[src/design/tlm_pkg.sv]
// Shared types and constants for the two-list merge engine.
// No dependencies.
package tlm_pkg;

  localparam int LIST_DEPTH = 32;
  localparam int DATA_W     = 32;
  localparam int IDX_W      = (LIST_DEPTH > 1) ? $clog2(LIST_DEPTH) : 1;
  localparam int CNT_W      = $clog2(LIST_DEPTH + 1);

  localparam int QUEUE_DEPTH = 2;
  localparam int QPTR_W      = (QUEUE_DEPTH > 1) ? $clog2(QUEUE_DEPTH) : 1;
  localparam int QCNT_W      = $clog2(QUEUE_DEPTH + 1);

  typedef enum logic [1:0] {
    OP_PUSH_FIRST  = 2'd0,
    OP_PUSH_SECOND = 2'd1,
    OP_MERGE       = 2'd2
  } op_e;

  typedef struct packed {
    op_e               op;
    logic [DATA_W-1:0] value;
  } cmd_t;

  typedef enum logic [1:0] {
    ST_IDLE,
    ST_PRIME,
    ST_MERGE
  } back_state_e;

endpackage

[src/design/tlm_ram.sv]
// Generic single-write, single-read RAM with registered read data.
// No dependencies.
module tlm_ram #(
  parameter int WIDTH  = 32,
  parameter int DEPTH  = 32,
  parameter int ADDR_W = (DEPTH > 1) ? $clog2(DEPTH) : 1
) (
  input  logic              clk,
  input  logic              we,
  input  logic [ADDR_W-1:0] waddr,
  input  logic [WIDTH-1:0]  wdata,
  input  logic [ADDR_W-1:0] raddr,
  output logic [WIDTH-1:0]  rdata
);

  logic [WIDTH-1:0] mem [DEPTH];

  always_ff @(posedge clk) begin
    if (we) begin
      mem[waddr] <= wdata;
    end
    rdata <= mem[raddr];
  end

endmodule

[src/design/tlm_front.sv]
// Front end: accepts input items, drops unused operation codes and
// buffers the rest as commands in a short queue. Uses tlm_pkg.
module tlm_front (
  input  logic                clk,
  input  logic                rst,
  input  logic                push,
  input  logic [1:0]          operation,
  input  logic signed [31:0]  value,
  output logic                full,
  output logic                cmd_valid,
  output tlm_pkg::cmd_t       cmd,
  input  logic                cmd_ready
);

  import tlm_pkg::*;

  cmd_t              slot [QUEUE_DEPTH];
  logic [QPTR_W-1:0] wr_ptr, wr_ptr_next;
  logic [QPTR_W-1:0] rd_ptr, rd_ptr_next;
  logic [QCNT_W-1:0] fill, fill_next;
  logic              accept;
  logic              enq;
  logic              deq;

  assign full      = (fill == QCNT_W'(QUEUE_DEPTH));
  assign cmd_valid = (fill != '0);
  assign cmd       = slot[rd_ptr];
  assign accept    = push && !full;
  assign deq       = cmd_valid && cmd_ready;

  always_comb begin
    case (operation)
      OP_PUSH_FIRST, OP_PUSH_SECOND, OP_MERGE: enq = accept;
      default:                                 enq = 1'b0;  // drop unused code
    endcase
  end

  always_comb begin
    wr_ptr_next = wr_ptr;
    rd_ptr_next = rd_ptr;
    fill_next   = fill;
    if (enq) begin
      wr_ptr_next = (wr_ptr == QPTR_W'(QUEUE_DEPTH - 1)) ? '0 : wr_ptr + QPTR_W'(1);
    end
    if (deq) begin
      rd_ptr_next = (rd_ptr == QPTR_W'(QUEUE_DEPTH - 1)) ? '0 : rd_ptr + QPTR_W'(1);
    end
    if (enq && !deq) begin
      fill_next = fill + QCNT_W'(1);
    end else if (!enq && deq) begin
      fill_next = fill - QCNT_W'(1);
    end
  end

  always_ff @(posedge clk) begin
    if (rst) begin
      wr_ptr <= '0;
      rd_ptr <= '0;
      fill   <= '0;
    end else begin
      wr_ptr <= wr_ptr_next;
      rd_ptr <= rd_ptr_next;
      fill   <= fill_next;
    end
  end

  always_ff @(posedge clk) begin
    if (enq) begin
      slot[wr_ptr] <= '{op: op_e'(operation), value: value};
    end
  end

endmodule

[src/design/tlm_back.sv]
// Back end: stores pushed values in the two list RAMs and runs the merge,
// one result per cycle into the output register while that register is free or being popped. Uses tlm_pkg, tlm_ram.
module tlm_back (
  input  logic                clk,
  input  logic                rst,
  input  logic                cmd_valid,
  input  tlm_pkg::cmd_t       cmd,
  output logic                cmd_ready,
  output logic                empty,
  input  logic                pop,
  output logic signed [31:0]  merged_value,
  output logic                from_second,
  output logic                last
);

  import tlm_pkg::*;

  back_state_e       state, state_next;
  logic [CNT_W-1:0]  cnt_first, cnt_first_next;
  logic [CNT_W-1:0]  cnt_second, cnt_second_next;
  logic [CNT_W-1:0]  idx_first, idx_first_next;
  logic [CNT_W-1:0]  idx_second, idx_second_next;
  logic              out_valid, out_valid_next;
  logic [DATA_W-1:0] out_value, out_value_next;
  logic              out_second, out_second_next;
  logic              out_last, out_last_next;

  logic              we_first, we_second;
  logic [DATA_W-1:0] head_first, head_second;
  logic              out_ready;
  logic              take_first;

  tlm_ram #(.WIDTH(DATA_W), .DEPTH(LIST_DEPTH)) u_first_ram (
    .clk   (clk),
    .we    (we_first),
    .waddr (cnt_first[IDX_W-1:0]),
    .wdata (cmd.value),
    .raddr (idx_first_next[IDX_W-1:0]),
    .rdata (head_first)
  );

  tlm_ram #(.WIDTH(DATA_W), .DEPTH(LIST_DEPTH)) u_second_ram (
    .clk   (clk),
    .we    (we_second),
    .waddr (cnt_second[IDX_W-1:0]),
    .wdata (cmd.value),
    .raddr (idx_second_next[IDX_W-1:0]),
    .rdata (head_second)
  );

  assign cmd_ready    = (state == ST_IDLE);
  assign out_ready    = !out_valid || pop;
  assign empty        = !out_valid;
  assign merged_value = out_value;
  assign from_second  = out_second;
  assign last         = out_last;

  // Equal heads go to the second list.
  assign take_first = (idx_first < cnt_first) &&
                      ((idx_second >= cnt_second) ||
                       ($signed(head_first) < $signed(head_second)));

  always_comb begin
    state_next      = state;
    cnt_first_next  = cnt_first;
    cnt_second_next = cnt_second;
    idx_first_next  = idx_first;
    idx_second_next = idx_second;
    out_valid_next  = out_valid && !pop;
    out_value_next  = out_value;
    out_second_next = out_second;
    out_last_next   = out_last;
    we_first        = 1'b0;
    we_second       = 1'b0;
    case (state)
      ST_IDLE: begin
        if (cmd_valid) begin
          case (cmd.op)
            OP_PUSH_FIRST: begin
              if (cnt_first < CNT_W'(LIST_DEPTH)) begin
                we_first       = 1'b1;
                cnt_first_next = cnt_first + CNT_W'(1);
              end
            end
            OP_PUSH_SECOND: begin
              if (cnt_second < CNT_W'(LIST_DEPTH)) begin
                we_second       = 1'b1;
                cnt_second_next = cnt_second + CNT_W'(1);
              end
            end
            OP_MERGE: begin
              // Nothing to emit when both lists are empty.
              if (cnt_first != '0 || cnt_second != '0) begin
                state_next = ST_PRIME;
              end
            end
            default: state_next = ST_IDLE;
          endcase
        end
      end
      ST_PRIME: begin
        // Let the RAM heads settle after the last writes.
        state_next = ST_MERGE;
      end
      ST_MERGE: begin
        if (out_ready) begin
          out_valid_next = 1'b1;
          if (take_first) begin
            out_value_next  = head_first;
            out_second_next = 1'b0;
            idx_first_next  = idx_first + CNT_W'(1);
          end else begin
            out_value_next  = head_second;
            out_second_next = 1'b1;
            idx_second_next = idx_second + CNT_W'(1);
          end
          out_last_next = (idx_first_next == cnt_first) && (idx_second_next == cnt_second);
          if (out_last_next) begin
            state_next      = ST_IDLE;
            cnt_first_next  = '0;
            cnt_second_next = '0;
            idx_first_next  = '0;
            idx_second_next = '0;
          end
        end
      end
      default: state_next = ST_IDLE;
    endcase
  end

  always_ff @(posedge clk) begin
    if (rst) begin
      state      <= ST_IDLE;
      cnt_first  <= '0;
      cnt_second <= '0;
      idx_first  <= '0;
      idx_second <= '0;
      out_valid  <= 1'b0;
    end else begin
      state      <= state_next;
      cnt_first  <= cnt_first_next;
      cnt_second <= cnt_second_next;
      idx_first  <= idx_first_next;
      idx_second <= idx_second_next;
      out_valid  <= out_valid_next;
    end
  end

  always_ff @(posedge clk) begin
    out_value  <= out_value_next;
    out_second <= out_second_next;
    out_last   <= out_last_next;
  end

endmodule

[src/design/two_list_merge_engine.sv]
// Two-list merge engine: push values into two sorted lists, then merge.
// Input queue: an item (operation, value) is taken on a clock edge with push
//   high and full low. Operation 0 appends to the first list, 1 to the
//   second list, 2 merges; code 3 is dropped. Pushes to a full list
//   (32 values) are dropped silently.
// Result queue: while empty is low the oldest result (merged_value,
//   from_second, last) is on the ports; pop takes it. last marks the end of
//   a merge run; on equal values the second list goes first.
// Throughput: one push per cycle while full is low. A merge holds the back end
//   in its prime and merge states, one result per cycle while pop keeps up,
//   paced by the single read port of each list RAM. With the back end idle,
//   the merge item passes the command queue, the prime state and the merge
//   state into the result register; a merge of two empty lists gives nothing.
// A two-entry command queue between front and back keeps input accepted
//   while a merge runs, until that queue fills.
// Stall: when pop stays low the result holds and the merge pauses; the
//   input side fills its queue and then raises full.
// Reset: rst (synchronous) empties both lists and both queues.
// Uses tlm_pkg, tlm_front, tlm_back.
module two_list_merge_engine (
  input  logic               clk,
  input  logic               rst,
  input  logic               push,
  input  logic [1:0]         operation,
  input  logic signed [31:0] value,
  output logic               full,
  output logic               empty,
  input  logic               pop,
  output logic signed [31:0] merged_value,
  output logic               from_second,
  output logic               last
);

  import tlm_pkg::*;

  logic cmd_valid;
  logic cmd_ready;
  cmd_t cmd;

  tlm_front u_front (
    .clk       (clk),
    .rst       (rst),
    .push      (push),
    .operation (operation),
    .value     (value),
    .full      (full),
    .cmd_valid (cmd_valid),
    .cmd       (cmd),
    .cmd_ready (cmd_ready)
  );

  tlm_back u_back (
    .clk          (clk),
    .rst          (rst),
    .cmd_valid    (cmd_valid),
    .cmd          (cmd),
    .cmd_ready    (cmd_ready),
    .empty        (empty),
    .pop          (pop),
    .merged_value (merged_value),
    .from_second  (from_second),
    .last         (last)
  );

endmodule

[config.mk]
export PLATFORM = sky130hd
export DESIGN_NAME = two_list_merge_engine
export DESIGN_NICKNAME = d
export VERILOG_FILES = /design/src/design/tlm_pkg.sv /design/src/design/tlm_ram.sv /design/src/design/tlm_front.sv /design/src/design/tlm_back.sv /design/src/design/two_list_merge_engine.sv
export SDC_FILE = /design/constraint.sdc
export NUM_CORES = 2
export LEC_CHECK = 0
export BUFFER_PORTS_ARGS = -buffer_cell sky130_fd_sc_hd__clkbuf_2
export CAP_MARGIN = 10
export CORE_ASPECT_RATIO = 0.9
export CORE_MARGIN = 2
export CORE_UTILIZATION = 45
export CTS_CLUSTER_SIZE = 12
export DETAILED_ROUTE_END_ITERATION = 6
export PLACE_DENSITY = 0.62
export RECOVER_POWER = 50
export SLEW_MARGIN = 15
export SYNTH_ARGS = -nofsm -noshare
export SYNTH_HDL_FRONTEND = slang
export SYNTH_SLANG_ARGS = --single-unit
[constraint.sdc]
create_clock -name clk -period 5.2 [get_ports clk]
set_input_delay 0 -clock clk [delete_from_list [all_inputs] [get_ports clk]]
set_output_delay 0 -clock clk [all_outputs]
set_load 0.1 [all_outputs]
==> flow_metrics.env <==
export IMPL_synth_xor_area_share_pct=0.285
export IMPL_core_sq_um=211000
export IMPL_tightest_slew_ns=3.10
export IMPL_finalWorstSetupSlack_ns=-0.0444
export IMPL_synth_fp_nets=7707
export IMPL_grt_busiest_layer="met2"
export IMPL_use_met1_pct=40.4
export IMPL_vias=70800
export IMPL_min_period_over_period_pct=101
export IMPL_syn_to_final_growth_pct=18.7
export IMPL_routabilityCongestion=0.934
export IMPL_drv_slew=1053
export IMPL_end_kind="flop"
export IMPL_grt_use_met2_pct=44.6
export IMPL_fmax_ghz=0.191
export IMPL_yosys_warnings=0
export IMPL_slew_headroom_pct=-107
export IMPL_synth_top_family_by_area="simple AND/OR/NAND/NOR gates"
export IMPL_intPower_mw=31.5
export IMPL_synth_compound_area_share_pct=12.3
export IMPL_switchingPower_mw=11.4
export IMPL_cp_required_ns=5.92
export IMPL_comb_power_share_pct=13.0
export IMPL_grt_max_degree=169
export IMPL_grtUsageTotal_pct=29.2
export IMPL_final_area_sq_um=113000
export IMPL_clk_pin_slew_worst_paths_ns=0.06
export IMPL_clock_latency_ns=0.89
export IMPL_grt_pass1_wl_um=462000
export IMPL_grt_overflow=0
export IMPL_die_height_um=441
export IMPL_drt_wirelength_per_cell_um=28.9
export IMPL_status="finished with violations"
export IMPL_power_frac_clock_pct=36.2
export IMPL_fillerInstances=17300
export IMPL_synthAdderAreaFrac_pct=0.696
export IMPL_grt_pass1_vias=67000
export IMPL_dp_cells=10600
export IMPL_portBuffers=73
export IMPL_synthMuxAreaShare_pct=1.48
export IMPL_drc=0
export IMPL_place_area_sq_um=104000
export IMPL_violations="capacitance limit, slew limit, setup timing"
export IMPL_io_pins=74
export IMPL_viasPerCell=6.36
export IMPL_finalHoldViolCount=0
export IMPL_leakage_nw=36.8
export IMPL_cts_buffer_depth=3
export IMPL_rsz0062_at_grt="true"
export IMPL_fin_crit_ns=5.24
export IMPL_cp_start_kind="flop"
export IMPL_switching_share_pct=26.5
export IMPL_maxCapViolCount=23
export IMPL_hpwlAfterDp_um=194000
export IMPL_wl_um=322000
export IMPL_rows=160
export IMPL_setup_viol=2
export IMPL_yosysSeqAreaShare_pct=69.8
export IMPL_layoutNonFillerInstCount=11100
export IMPL_initial_utilization_pct=45.2
export IMPL_first_pass_iters=6
export IMPL_numCtsBuffers=224
export IMPL_hp_class="in -> reg"
export IMPL_synth_edf_count=2150
export IMPL_synth_distinct_cells=69
export IMPL_htree_levels=4
export IMPL_synthSimpleGateAreaFrac_pct=12.6
export IMPL_die_area_sq_um=215000
export IMPL_drtIter0Drc=10500
export IMPL_pre_cts_ws_ns=-0.787
export IMPL_powerDensity_nw_per_um2=379
export IMPL_pwr_share_seq_pct=50.8
export IMPL_worstSetupPathType="reg -> reg"
export IMPL_arrival_ns=5.97
export IMPL_nNetsFinal=8207
export IMPL_syn_area_sq_um=95300
export IMPL_cts_root_buffer="clkbuf_16"
export IMPL_regArea_sq_um=66600
export IMPL_ir_drop_v=0.000308
export IMPL_fin_tns_setup_ns=-0.0468
export IMPL_antenna_found_initial=15
export IMPL_async_flop_share_pct=0
export IMPL_power_mw=42.9
export IMPL_critPathMaxFanout=17
export IMPL_met3_usage_pct=5.62
export IMPL_multi_input_area_sq_um=27400
export IMPL_final_antenna_net_count=0
export IMPL_skew_ns=0.0297
export IMPL_cts_tree="done"
export IMPL_ys_ff_latch=2246
export IMPL_clkSinkCount=2246
export IMPL_syn_inst=7616
export IMPL_ys_flop_type="edfxtp_1"
export IMPL_die_w_um=489
export IMPL_avgSynthCellArea_sq_um=12.5
export IMPL_drive_above_1_share_pct=16.2
==> through the flow <==
| step | hold slack [ns] | util [%] |
|---|---|---|
| 5_1_grt | 0.186 | 53.7 |
| 3_5_place_dp | 0.195 | 49.5 |
| 3_3_place_gp | 0.191 | 49.5 |
| 6_report | 0.141 | 53.7 |
| 2_1_floorplan | 0.0771 | - |
| 4_1_cts | 0.0925 | 53.4 |
==> worst paths after layout <==
path	slack, ns	endpoint	depth (start not counted)	start
worst max register to register	-0.04	u_back.u_second_ram.rdata[22]$_DFF_P_	19	u_back.u_second_ram.rdata[28]$_DFF_P_
worst min-delay path	0.14	u_back.state[1]$_SDFFE_PP0P_	5	pop
worst max-delay path	-0.04	u_back.u_second_ram.rdata[22]$_DFF_P_	19	u_back.u_second_ram.rdata[28]$_DFF_P_
worst min register to register	0.51	u_front.fill[1]$_SDFFE_PP0P_	2	u_front.fill[1]$_SDFFE_PP0P_
==> state kept, by name, summed over array words and instances, names as in the netlist, 2 cells and up, named ones only <==
register,flops
u_back.merged_value,32
u_back.idx_second,6
u_back.cnt_second,6
u_front.fill,2
u_back.u_second_ram.mem,1024
u_back.state,2
u_front.slot,68
u_back.u_first_ram.rdata,32
u_back.idx_first,6
u_back.cnt_first,6
u_back.u_second_ram.rdata,32
u_back.u_first_ram.mem,1024
==> metal layers <==
metal  up-vias  share of wire (%)  routed length [um]
met3       729                 11               34300
li1      30500                  -                   -
met1     35400                 39              126000
met4        14                5.1               16300
met2      4253                 45              145000
met5         -              0.033                 106
==> what timing repair did <==
action | in CTS | in global routing
hold endpoints to repair | 168 | 0
resized for setup | 75 | 117
gates cloned | 1 | 4
hold buffers | 73 | 0
endpoints found under the setup margin | 64 | 64
pin swaps | 13 | 39
buffers inserted | 7 | 24
==> power groups by stage <==
stage / Sequential (mW) / Clock [mW] / Combinational, mW
after global placement: 22.0 / 0 / 5.14
after detailed placement: 22.0 / 0 / 5.25
final: 21.8 / 15.5 / 5.58
after global routing: 21.8 / 16.4 / 5.83
after CTS: 21.7 / 15.7 / 5.39
after floorplan: 22.0 / 0 / 2.44
==> layout make-up <==
class,instances,share of cell area (%)
Timing Repair Buffer,881,7.42
Multi-Input combinational cell,4678,24.2
Sequential cell,2246,58.8
Clock buffer,366,5.66
Clock inverter,50,0.458
Antenna cell,4,0.00885
Tap cell,2835,3.14
Inverter,85,0.294
==> cell families after synthesis <==
kind of cell / Yosys count
adder cells (fa/ha/maj): 53
AO/OA/AOI/OAI: 1807
AND/OR/NAND/NOR: 2658
XOR/XNOR: 31
buffers and inverters: 692
flip-flops: 2246
multiplexers: 129
==> cell usage in the layout (no fill, tap or decap), types with 169 or more instances in the layout <==
cell / instances
o221ai_1: 222
o22ai_1: 473
nand3_1: 440
nor2_1: 300
nor3_1: 210
buf_4: 537
edfxtp_1: 2150
o21ai_0: 288
nand4_1: 169
nand2_1: 1256
clkbuf_16: 229
a21oi_1: 344
==> synthesized netlist by cell type (9+ instances only) <==
master / instances / area share (%)
nor4_1: 9 / 0.059
o21ai_0: 301 / 1.6
edfxtp_1: 2150 / 68
buf_1: 59 / 0.23
xor2_1: 13 / 0.12
o311ai_0: 32 / 0.29
inv_1: 81 / 0.32
or3_1: 64 / 0.42
nand3b_1: 63 / 0.50
o221ai_1: 224 / 2.1
nor4b_2: 20 / 0.32
o22ai_1: 478 / 3.1
nand2_1: 1268 / 5.0
nor3_1: 213 / 1.1
dfxtp_1: 96 / 2.0
buf_2: 73 / 0.38
nand3_1: 445 / 2.3
nand4_1: 169 / 1.1
a32oi_1: 34 / 0.31
nor4b_1: 11 / 0.10
clkbuf_1: 472 / 1.9
xnor2_1: 18 / 0.17
nand2b_1: 12 / 0.079
mux2i_1: 35 / 0.37
o22a_1: 64 / 0.59
nor2_1: 366 / 1.4
a31oi_1: 132 / 0.87
ha_1: 53 / 0.70
mux2_2: 94 / 1.1
a21oi_1: 354 / 1.9
a211o_1: 32 / 0.29
a221oi_1: 32 / 0.29
o211ai_1: 70 / 0.55
==> worst max-delay path, stage by stage, from the launching register on <==
cell       delay (ns)
dfxtp_2          0.39
inv_1            0.09
ha_1             0.28
nand4_1          0.16
or2_0            0.26
o22a_1           0.23
and4b_2          0.28
nor4_4           0.40
buf_4            0.20
o211ai_1         0.16
a2111oi_4        0.51
clkbuf_16        0.25
a21o_4           0.19
buf_12           0.18
o221ai_1         0.12
or3_1            0.40
nand3_2          0.16
a221oi_1         0.10
buf_4            0.19
nor4b_4          0.53
No activity file was read; power rests on OpenSTA's default activity.
